<file path="src/hdl/id_tsr_pkg.sv">
`timescale 1ns / 1ps
// ----------------------------------------------------------------------------
// id_tsr_pkg
// Shared types and constants for the id table with swap-on-remove.
// ----------------------------------------------------------------------------
package id_tsr_pkg;

    localparam int TABLE_DEPTH_DEF = 1024;

    localparam int KEY_W   = 16;
    localparam int VAL_W   = 8;
    localparam int ENTRY_W = KEY_W + VAL_W;
    localparam int POS_W   = 10;
    localparam int FILL_W  = 11;

    // command kinds
    localparam logic [1:0] KIND_ASSIGN   = 2'd0;
    localparam logic [1:0] KIND_UNASSIGN = 2'd1;
    localparam logic [1:0] KIND_LOOKUP   = 2'd2;

    typedef enum logic [1:0] {
        ST_OK        = 2'd0,
        ST_NOT_FOUND = 2'd1,
        ST_FULL      = 2'd2
    } status_t;

    // one finished result, handed from the sequencer to the output register
    typedef struct packed {
        status_t              status;
        logic [POS_W-1:0]     position;
        logic [VAL_W-1:0]     found_value;
        logic [FILL_W-1:0]    fill_count;
    } res_t;

endpackage

</file>
<file path="src/hdl/id_tsr_ctrl.sv">
`timescale 1ns / 1ps
// ----------------------------------------------------------------------------
// id_tsr_ctrl
// Command sequencer with the shared id comparator: fast-path probe, linear
// scan, swap of the last entry into a removed slot, fill count.
// ----------------------------------------------------------------------------
module id_tsr_ctrl #(
    parameter int DEPTH  = id_tsr_pkg::TABLE_DEPTH_DEF,
    parameter int ADDR_W = $clog2(DEPTH),
    parameter int CNT_W  = $clog2(DEPTH + 1)
) (
    input  logic                           aclk,
    input  logic                           aresetn,
    // command side
    input  logic                           cmd_valid,
    output logic                           cmd_ready,
    input  logic [1:0]                     cmd_kind,
    input  logic [id_tsr_pkg::KEY_W-1:0]   cmd_id,
    input  logic [id_tsr_pkg::VAL_W-1:0]   cmd_value,
    // result side
    output logic                           res_valid,
    input  logic                           res_ready,
    output id_tsr_pkg::res_t               res,
    // memory port
    output logic                           wr_en,
    output logic [ADDR_W-1:0]              wr_addr,
    output logic [id_tsr_pkg::ENTRY_W-1:0] wr_data,
    output logic                           rd_en,
    output logic [ADDR_W-1:0]              rd_addr,
    input  logic [id_tsr_pkg::ENTRY_W-1:0] rd_data
);
    import id_tsr_pkg::*;

    typedef enum logic [5:0] {
        S_IDLE     = 6'b000001,
        S_FAST_CHK = 6'b000010,
        S_SCAN     = 6'b000100,
        S_LAST_RD  = 6'b001000,
        S_LAST_WR  = 6'b010000,
        S_RESP     = 6'b100000
    } state_t;

    state_t              state_reg,     state_next;
    logic [1:0]          kind_reg,      kind_next;
    logic [KEY_W-1:0]    key_reg,       key_next;
    logic [CNT_W-1:0]    count_reg,     count_next;
    logic [CNT_W-1:0]    ptr_reg,       ptr_next;
    logic                chk_valid_reg, chk_valid_next;
    logic [ADDR_W-1:0]   chk_idx_reg,   chk_idx_next;
    logic [ADDR_W-1:0]   idx_reg,       idx_next;
    logic [VAL_W-1:0]    val_reg,       val_next;
    status_t             status_reg,    status_next;

    logic                hit;
    logic                fast_ok;
    logic [31:0]         id_ext;
    logic [31:0]         idx_ext;
    logic [31:0]         cnt_ext;
    logic [CNT_W-1:0]    last;

    assign id_ext  = 32'(cmd_id);
    assign fast_ok = id_ext < 32'(count_reg);
    assign last    = count_reg - CNT_W'(1);
    // shared comparator: checks the word read in the previous cycle
    assign hit     = chk_valid_reg && (rd_data[ENTRY_W-1:VAL_W] == key_reg);

    always_comb begin
        state_next     = state_reg;
        kind_next      = kind_reg;
        key_next       = key_reg;
        count_next     = count_reg;
        ptr_next       = ptr_reg;
        chk_valid_next = 1'b0;
        chk_idx_next   = chk_idx_reg;
        idx_next       = idx_reg;
        val_next       = val_reg;
        status_next    = status_reg;
        rd_en          = 1'b0;
        rd_addr        = ptr_reg[ADDR_W-1:0];
        wr_en          = 1'b0;
        wr_addr        = count_reg[ADDR_W-1:0];
        wr_data        = {cmd_id, cmd_value};

        case (state_reg)
            S_IDLE: begin
                if (cmd_valid) begin
                    kind_next = cmd_kind;
                    key_next  = cmd_id;
                    idx_next  = '0;
                    val_next  = '0;
                    case (cmd_kind)
                        KIND_ASSIGN: begin
                            if (count_reg == CNT_W'(DEPTH)) begin
                                status_next = ST_FULL;
                            end else begin
                                wr_en       = 1'b1;
                                idx_next    = count_reg[ADDR_W-1:0];
                                count_next  = count_reg + CNT_W'(1);
                                status_next = ST_OK;
                            end
                            state_next = S_RESP;
                        end
                        KIND_UNASSIGN, KIND_LOOKUP: begin
                            // fast path: probe the entry at index id
                            if (fast_ok) begin
                                rd_en          = 1'b1;
                                rd_addr        = id_ext[ADDR_W-1:0];
                                chk_valid_next = 1'b1;
                                chk_idx_next   = id_ext[ADDR_W-1:0];
                            end
                            state_next = S_FAST_CHK;
                        end
                        default: begin
                            status_next = ST_NOT_FOUND;
                            state_next  = S_RESP;
                        end
                    endcase
                end
            end
            S_FAST_CHK, S_SCAN: begin
                if (hit) begin
                    idx_next    = chk_idx_reg;
                    val_next    = rd_data[VAL_W-1:0];
                    status_next = ST_OK;
                    if (kind_reg == KIND_UNASSIGN && chk_idx_reg != last[ADDR_W-1:0]) begin
                        state_next = S_LAST_RD;
                    end else begin
                        if (kind_reg == KIND_UNASSIGN) begin
                            count_next = last;
                        end
                        state_next = S_RESP;
                    end
                end else if (state_reg == S_FAST_CHK) begin
                    ptr_next   = '0;
                    state_next = S_SCAN;
                end else if (ptr_reg >= count_reg) begin
                    idx_next    = '0;
                    val_next    = '0;
                    status_next = ST_NOT_FOUND;
                    state_next  = S_RESP;
                end else begin
                    // one read issued per cycle, checked the cycle after
                    rd_en          = 1'b1;
                    rd_addr        = ptr_reg[ADDR_W-1:0];
                    chk_valid_next = 1'b1;
                    chk_idx_next   = ptr_reg[ADDR_W-1:0];
                    ptr_next       = ptr_reg + CNT_W'(1);
                end
            end
            S_LAST_RD: begin
                rd_en      = 1'b1;
                rd_addr    = last[ADDR_W-1:0];
                state_next = S_LAST_WR;
            end
            S_LAST_WR: begin
                // move the last entry into the freed slot
                wr_en      = 1'b1;
                wr_addr    = idx_reg;
                wr_data    = rd_data;
                count_next = last;
                state_next = S_RESP;
            end
            S_RESP: begin
                if (res_ready) begin
                    state_next = S_IDLE;
                end
            end
            default: begin
                state_next = S_IDLE;
            end
        endcase
    end

    always_ff @(posedge aclk) begin
        if (!aresetn) begin
            state_reg     <= S_IDLE;
            count_reg     <= '0;
            chk_valid_reg <= 1'b0;
        end else begin
            state_reg     <= state_next;
            count_reg     <= count_next;
            chk_valid_reg <= chk_valid_next;
        end
    end

    always_ff @(posedge aclk) begin
        kind_reg    <= kind_next;
        key_reg     <= key_next;
        ptr_reg     <= ptr_next;
        chk_idx_reg <= chk_idx_next;
        idx_reg     <= idx_next;
        val_reg     <= val_next;
        status_reg  <= status_next;
    end

    assign idx_ext = 32'(idx_reg);
    assign cnt_ext = 32'(count_reg);

    // no transaction is taken while reset is held
    assign cmd_ready       = aresetn && (state_reg == S_IDLE);
    assign res_valid       = (state_reg == S_RESP);
    assign res.status      = status_reg;
    assign res.position    = idx_ext[POS_W-1:0];
    assign res.found_value = val_reg;
    assign res.fill_count  = cnt_ext[FILL_W-1:0];

endmodule

</file>
<file path="config.mk">
export PLATFORM = sky130hd
export DESIGN_NAME = id_tsr_ctrl
export DESIGN_NICKNAME = d
export VERILOG_FILES = /design/src/hdl/id_tsr_pkg.sv /design/src/hdl/id_tsr_ctrl.sv
export SDC_FILE = /design/constraint.sdc
export NUM_CORES = 1
export LEC_CHECK = 0
export ABC_AREA = 1
export BUFFER_PORTS_ARGS = -buffer_cell sky130_fd_sc_hd__clkbuf_2
export CAP_MARGIN = 15
export CELL_PAD_IN_SITES_DETAIL_PLACEMENT = 0
export CELL_PAD_IN_SITES_GLOBAL_PLACEMENT = 1
export CORE_MARGIN = 2
export CORE_UTILIZATION = 39
export CTS_CLUSTER_SIZE = 20
export DETAILED_ROUTE_END_ITERATION = 10
export PLACE_DENSITY_LB_ADDON = 0.1
export RECOVER_POWER = 100
export SETUP_SLACK_MARGIN = 0.02
export SYNTH_ARGS = -nofsm -noshare
export SYNTH_HDL_FRONTEND = slang
export SYNTH_SLANG_ARGS = --single-unit
</file>
<file path="constraint.sdc">
create_clock -name aclk -period 2.9 [get_ports aclk]
set_clock_uncertainty 0.2 [all_clocks]
set_input_delay 0.29 -clock aclk [delete_from_list [all_inputs] [get_ports aclk]]
set_output_delay 0.29 -clock aclk [all_outputs]
set_load 0.02 [all_outputs]
</file>
## Word-level counts from Yosys, hierarchy flattened

Cells that the tools add are included.

| operators by class | value |
|---|---|
| bitwise logic cells | 1 |
| add/sub/neg operators | 3 |
| reductions and logical operators | 15 |
| eq/ne operators | 29 |
| mux-type cells | 60 |
| $lt $le $gt $ge | 2 |

Operator list:

| operator | number |
|---|---|
| $mux W10 | 16 |
| $mux W11 | 7 |
| $pmux W10 S2 | 3 |
| $mux W6 | 7 |
| $pmux W11 S3 | 1 |
| $mux W8 | 4 |
| $pmux W6 S5 | 1 |
| $mux W24 | 1 |
| $add A11 B1 Y11 const B | 2 |
| $ne A2 B2 Y1 const B | 11 |
| $eq A16 B16 Y1 | 1 |
| $lt A16 B11 Y1 | 1 |
| $pmux W8 S2 | 1 |
| $reduce_and A7 Y1 | 2 |
| $eq A11 B11 Y1 const B | 1 |
| $ge A11 B11 Y1 | 1 |
| $sub A11 B1 Y11 const B | 1 |
| $mux W2 | 5 |
| $ne A10 B10 Y1 | 1 |
| $mux W1 | 9 |
| $pmux W2 S2 | 2 |
| $eq A6 B1 Y1 const B | 1 |
| $eq A6 B2 Y1 const B | 1 |
| $eq A6 B3 Y1 const B | 1 |
| other kinds (20) | 29 |

| storage, ports and cells | value |
|---|---|
| logic and storage cells | 120 |
| output and inout port bits | 79 |
| bits in registers | 77 |
| input port bits | 54 |

## Longest topological paths before layout

| logic depth | value |
|---|---|
| depth after elaboration | 6 |
| gate-level depth with buffers | 18 |
| mapped depth without buffers | 17 |

## Worst setup path before layout

No wires, ideal clock.

| path | value |
|---|---|
| path type | flip-flop to flip-flop |
| from | reg count_reg[7] |
| to | reg idx_reg[0] (enable) |
| clock period less this slack | 2.747 ns |
| required time | 2.327 ns |
| buffers on the path | 1 |
| slack | 0.153 ns |
| arrival | 2.174 ns |
| cell stages (with the launch flop) | 12 |
| library setup time | 0.373 ns |
| cells stage by stage | dfxtp_1 -> clkbuf_1 -> inv_1 -> ha_1 -> nand2_1 -> nor2_1 -> nand3_1 -> nand3_1 -> nor2_1 -> a21oi_1 -> nand3_1 -> inv_1 |

| on the way | value |
|---|---|
| longest elaborated chain between the ends | 3 |

Ends and longest elaborated chain:

| item | RTL line | text |
|---|---|---|
| start, declared | id_tsr_ctrl.sv:46 | `logic [CNT_W-1:0] count_reg, count_next;` |
| start signal, assigned | id_tsr_ctrl.sv:181 | `count_reg <= count_next;` |
| $ge A11 B11 Y1 | id_tsr_ctrl.sv:136 | `end else if (ptr_reg >= count_reg) begin` |
| $ne A3 B3 Y1 (no source line) | n/a |  |
| $reduce_and A4 Y1 (no source line) | n/a |  |
| end signal, assigned | id_tsr_ctrl.sv:191 | `idx_reg <= idx_next;` |
| end, declared | id_tsr_ctrl.sv:50 | `logic [ADDR_W-1:0] idx_reg, idx_next;` |

No other way between the ends.
A chain may end at the register's enable or synchronous reset.

## Final worst setup path

| path | value |
|---|---|
| from | in cmd_id[15] (netlist name) |
| to | out rd_addr[7] |

| on the way | value |
|---|---|
| longest elaborated chain between the ends | 5 |

Ends and longest elaborated chain:

| item | RTL line | text |
|---|---|---|
| start, declared | id_tsr_ctrl.sv:18 | `input logic [id_tsr_pkg::KEY_W-1:0] cmd_id,` |
| $lt A16 B11 Y1 | id_tsr_ctrl.sv:62 | `assign fast_ok = id_ext < 32'(count_reg);` |
| $mux W10 | id_tsr_ctrl.sv:105 | `if (fast_ok) begin` |
| $mux W10 | id_tsr_ctrl.sv:91 | `case (cmd_kind)` |
| $mux W10 | id_tsr_ctrl.sv:86 | `if (cmd_valid) begin` |
| $pmux W10 S2 | id_tsr_ctrl.sv:84 | `case (state_reg)` |
| end, declared | id_tsr_ctrl.sv:29 | `output logic [ADDR_W-1:0] rd_addr,` |

No other way between the ends.

==> metrics.md <==
| Metric | Value |
|---|---|
| Number of port buffers | `132` |
| Run status | `completed` |
| Grt total ovfl | `0` |
| Fillers | `1405` |
| Max-Cap Viols | `0` |
| Post-DP HPWL | `14700 µm` |
| Min-delay worst type | `in -> reg` |
| First-pass GRT wire length | `28700 µm` |
| Required @ worst endpoint | `2.41 ns` |
| Slew Limit Fails | `0` |
| Register area share after synthesis | `0.381` |
| Mean area per synthesized cell | `~7.2 µm²` |
| Peak Freq | `0.359 GHz` |
| Netlist cell types | `43` |
| Power per Cell Area | `875 nW/µm²` |
| Crit path largest cell delay | `approximately 0.54 ns` |
| Final critical-path required period | `around 2.8 ns` |
| CTS tree | `built` |
| Syn_nets | `around 860` |
| Std cell rows | `43` |
| Worst skew pair latency | `0.35 ns` |
| Drc violations | `0` |
| Die area | `roughly 15000 µm²` |
| Internal reg-to-reg setup slack | `0.24 ns` |
| Final setup vio count | `0` |
| Max reg flops | `16` |
| Sink Count | `77` |
| Final Net Count | `1022` |
| CP cell instances | `dlygate4sd3_1 > clkbuf_1 > nor4_2 > o211a_1 > nand2_1 > buf_12 > a21oi_1 > o21ai_0 > nand3_1 > clkbuf_2` |
| EDFF count, synth | `59` |
| Die extent in y | `124 µm` |
| Final instance area | `roughly 7000 µm²` |
| Cell Area, Synth | `approximately 5600 µm²` |
| Critical Path Source Type | `input port` |
| Worst Reg2Reg Path Length in Cells | `9` |
| WL/cell | `between 15 and 20 µm` |
| DP Area | `roughly 6600 µm²` |
| Fin Hold WS | `approximately 0.055 ns` |
| Slew @ Worst Pin | `0.757 ns` |
| Share of cells above drive strength 1 | `0.240` |
| Starting Density | `0.401` |
| Clock Path Buffers | `2` |
| Antenna diodes | `0` |
| DRT Pass-1 Iters | `5` |
| Maximum net fanout on the critical path | `20` |
| Final hold vios | `0` |
| Vias | `5772` |
| Die width | `approximately 120 µm` |
| Cts bufs inserted | `9` |
| RSZ-0062 raised after global routing | `true` |
| CTS H-tree lvls | `3` |
| Critical path arrival | `2.30 ns` |
| Average vias per placed instance | `around 5.1` |
| Root buf cell | `clkbuf_16` |
| Core area | `13900 µm²` |
| P_leak | `3.52 nW` |
| Critical path's slowest cell | `dlygate4sd3_1` |
| Post-synthesis cell count | `~780` |
| Routability Congestion | `around 0.89` |
| #FFs+latches synth | `77` |
| Ports | `133` |
| DR iter-0 viols | `530` |
| Clk slew on worst S/H paths | `0.06 ns` |
| Routed WL | `18900 µm` |
| Initial antenna violation count | `0` |
| Vias in the first global route | `5303` |
| Final worst path period share | `0.960` |
| Post-synth ARST share | `0` |
| ANT nets after route | `0` |
| Pin count of the biggest net entering global routing | `25` |
| Hold Crit Depth | `3` |
| All-Layer GR Usage | `0.253` |
| Util after Layout | `0.511` |
| Slew Limit Headroom | `0.493` |
| Synth warn | `0` |
| Setup crit end kind | `primary output` |
| Top FF cell, synth | `edfxtp_1` |
| Path type of the worst setup path | `in -> out` |
| Worst vdd ir | `between 0.3 and 0.4 mV` |
| Area Growth Syn to Fin | `27.4%` |
[critical path, delay by kind of cell]
kind                   cells  cell delay (ns)
buffers and inverters      4             1.02
AND/OR/NAND/NOR            3             0.53
AO/OA/AOI/OAI              3             0.45
[synth_stat cells, types with 4 or more instances]
library cell	n	area [µm²]
nand2_1	189	709
nor3_1	14	70.1
nor2_1	85	319
inv_2	8	30.0
nor2_2	6	37.5
nand2_2	13	81.3
xor2_1	14	123
clkbuf_1	14	52.6
inv_1	106	398
dfxtp_1	18	360
nand3_1	49	245
edfxtp_1	59	1770
a21oi_1	33	165
o22ai_1	4	25.0
nand4_1	8	50.1
o21ai_0	84	420
nor4_1	6	37.5
nor2_4	4	45.0
ha_1	26	325
[routing by layer]
| metal | part of all wire | wire, µm | vias up | global-route usage |
|---|---|---|---|---|
| met5 | 0 | 0 | - | 0 |
| met4 | 0.011 | 212 | 0 | 0.0611 |
| li1 | - | - | 2875 | - |
| met2 | 0.47 | 8910 | 225 | 0.415 |
| met3 | 0.070 | 1330 | 15 | 0.0430 |
| met1 | 0.45 | 8500 | 2657 | 0.348 |
[placed cells by master (no fill, tap or decap), types with 3 or more instances in the layout]
master         instances
nor2_4                 4
nor3_1                14
dfxtp_1               14
inv_1                102
nor4_2                 3
dlygate4sd3_1         15
nand4_1                8
nor2_2                 7
o22ai_1                4
ha_1                  25
edfxtp_1              59
nor4_1                 4
nand2_2               13
nor2_1                84
o21ai_0               81
dfxtp_2                3
nand3_1               49
xor2_1                14
clkinvlp_4             3
buf_4                 34
nand2_4                3
clkbuf_2             115
clkbuf_1               9
nand2_1              189
a21oi_1               32
o21ai_1                4
clkbuf_16              9
inv_2                 11
or2_2                  3
[cell families (layout without fill, tap and decap cells)]
family                     after synthesis  after routing  synth area share
AOI/OAI and AO/OA                      130            130             0.122
xor gates and xnor gates                14             14            0.0219
adders and majority gates               26             26            0.0582
buffers and inverters                  138            309             0.101
DFF                                     77             77             0.381
muxes                                    1              1           0.00179
and+or+nand+nor                        390            390             0.314
[path summary, 6_finish.rpt]
path,end,start
worst min register to register,count_reg[6]$_SDFFE_PN0P_,count_reg[6]$_SDFFE_PN0P_
worst max-delay path,rd_addr[7],cmd_id[15]
worst max register to register,idx_reg[4]$_DFFE_PP_,count_reg[8]$_SDFFE_PN0P_
worst min-delay path,val_reg[3]$_SDFFCE_PN0P_,rd_data[3]
[repair_timing]
| action | 4_1_cts | 5_1_grt |
|---|---|---|
| hold endpoints to repair | 15 | 0 |
| resized for setup | 4 | 30 |
| hold buffers | 15 | 0 |
| endpoints found under the setup margin | 11 | 19 |
| pin swaps | 0 | 3 |
| buffers inserted | 0 | 3 |
| cloned | 0 | 0 |
[stage by stage]
stage	setup TNS, ns	worst slack (ns)	total power, mW	instances
after global placement	0	0.303	4.96	1094
final	0	0.115	6.24	1127
after CTS	0	0.0323	6.19	1125
after floorplan	0	0.153	3.86	776
after detailed placement	0	0.213	4.98	1094
after global routing	-0.0214	-0.0132	6.67	1127
[cell type report]
cell class / instances / area [µm²] / share of cell area
multi-input cells: 561 / 2930 / 0.412
clock buffers: 11 / 243 / 0.0341
flip-flops and latches: 77 / 2140 / 0.300
well taps: 180 / 225 / 0.0316
repair buffers: 177 / 1070 / 0.150
inverters: 116 / 455 / 0.0639
clock inverters: 5 / 58.8 / 0.00825
[report_power, final]
group | leakage [nW] | internal, mW | switching (mW) | total (mW)
registers | 0.707 | 1.58 | 0.171 | 1.75
logic | 2.67 | 1.11 | 2.20 | 3.31
clock network | 0.142 | 0.693 | 0.485 | 1.18
total | 3.52 | 3.38 | 2.86 | 6.24
(Power assumes the default switching activity.)
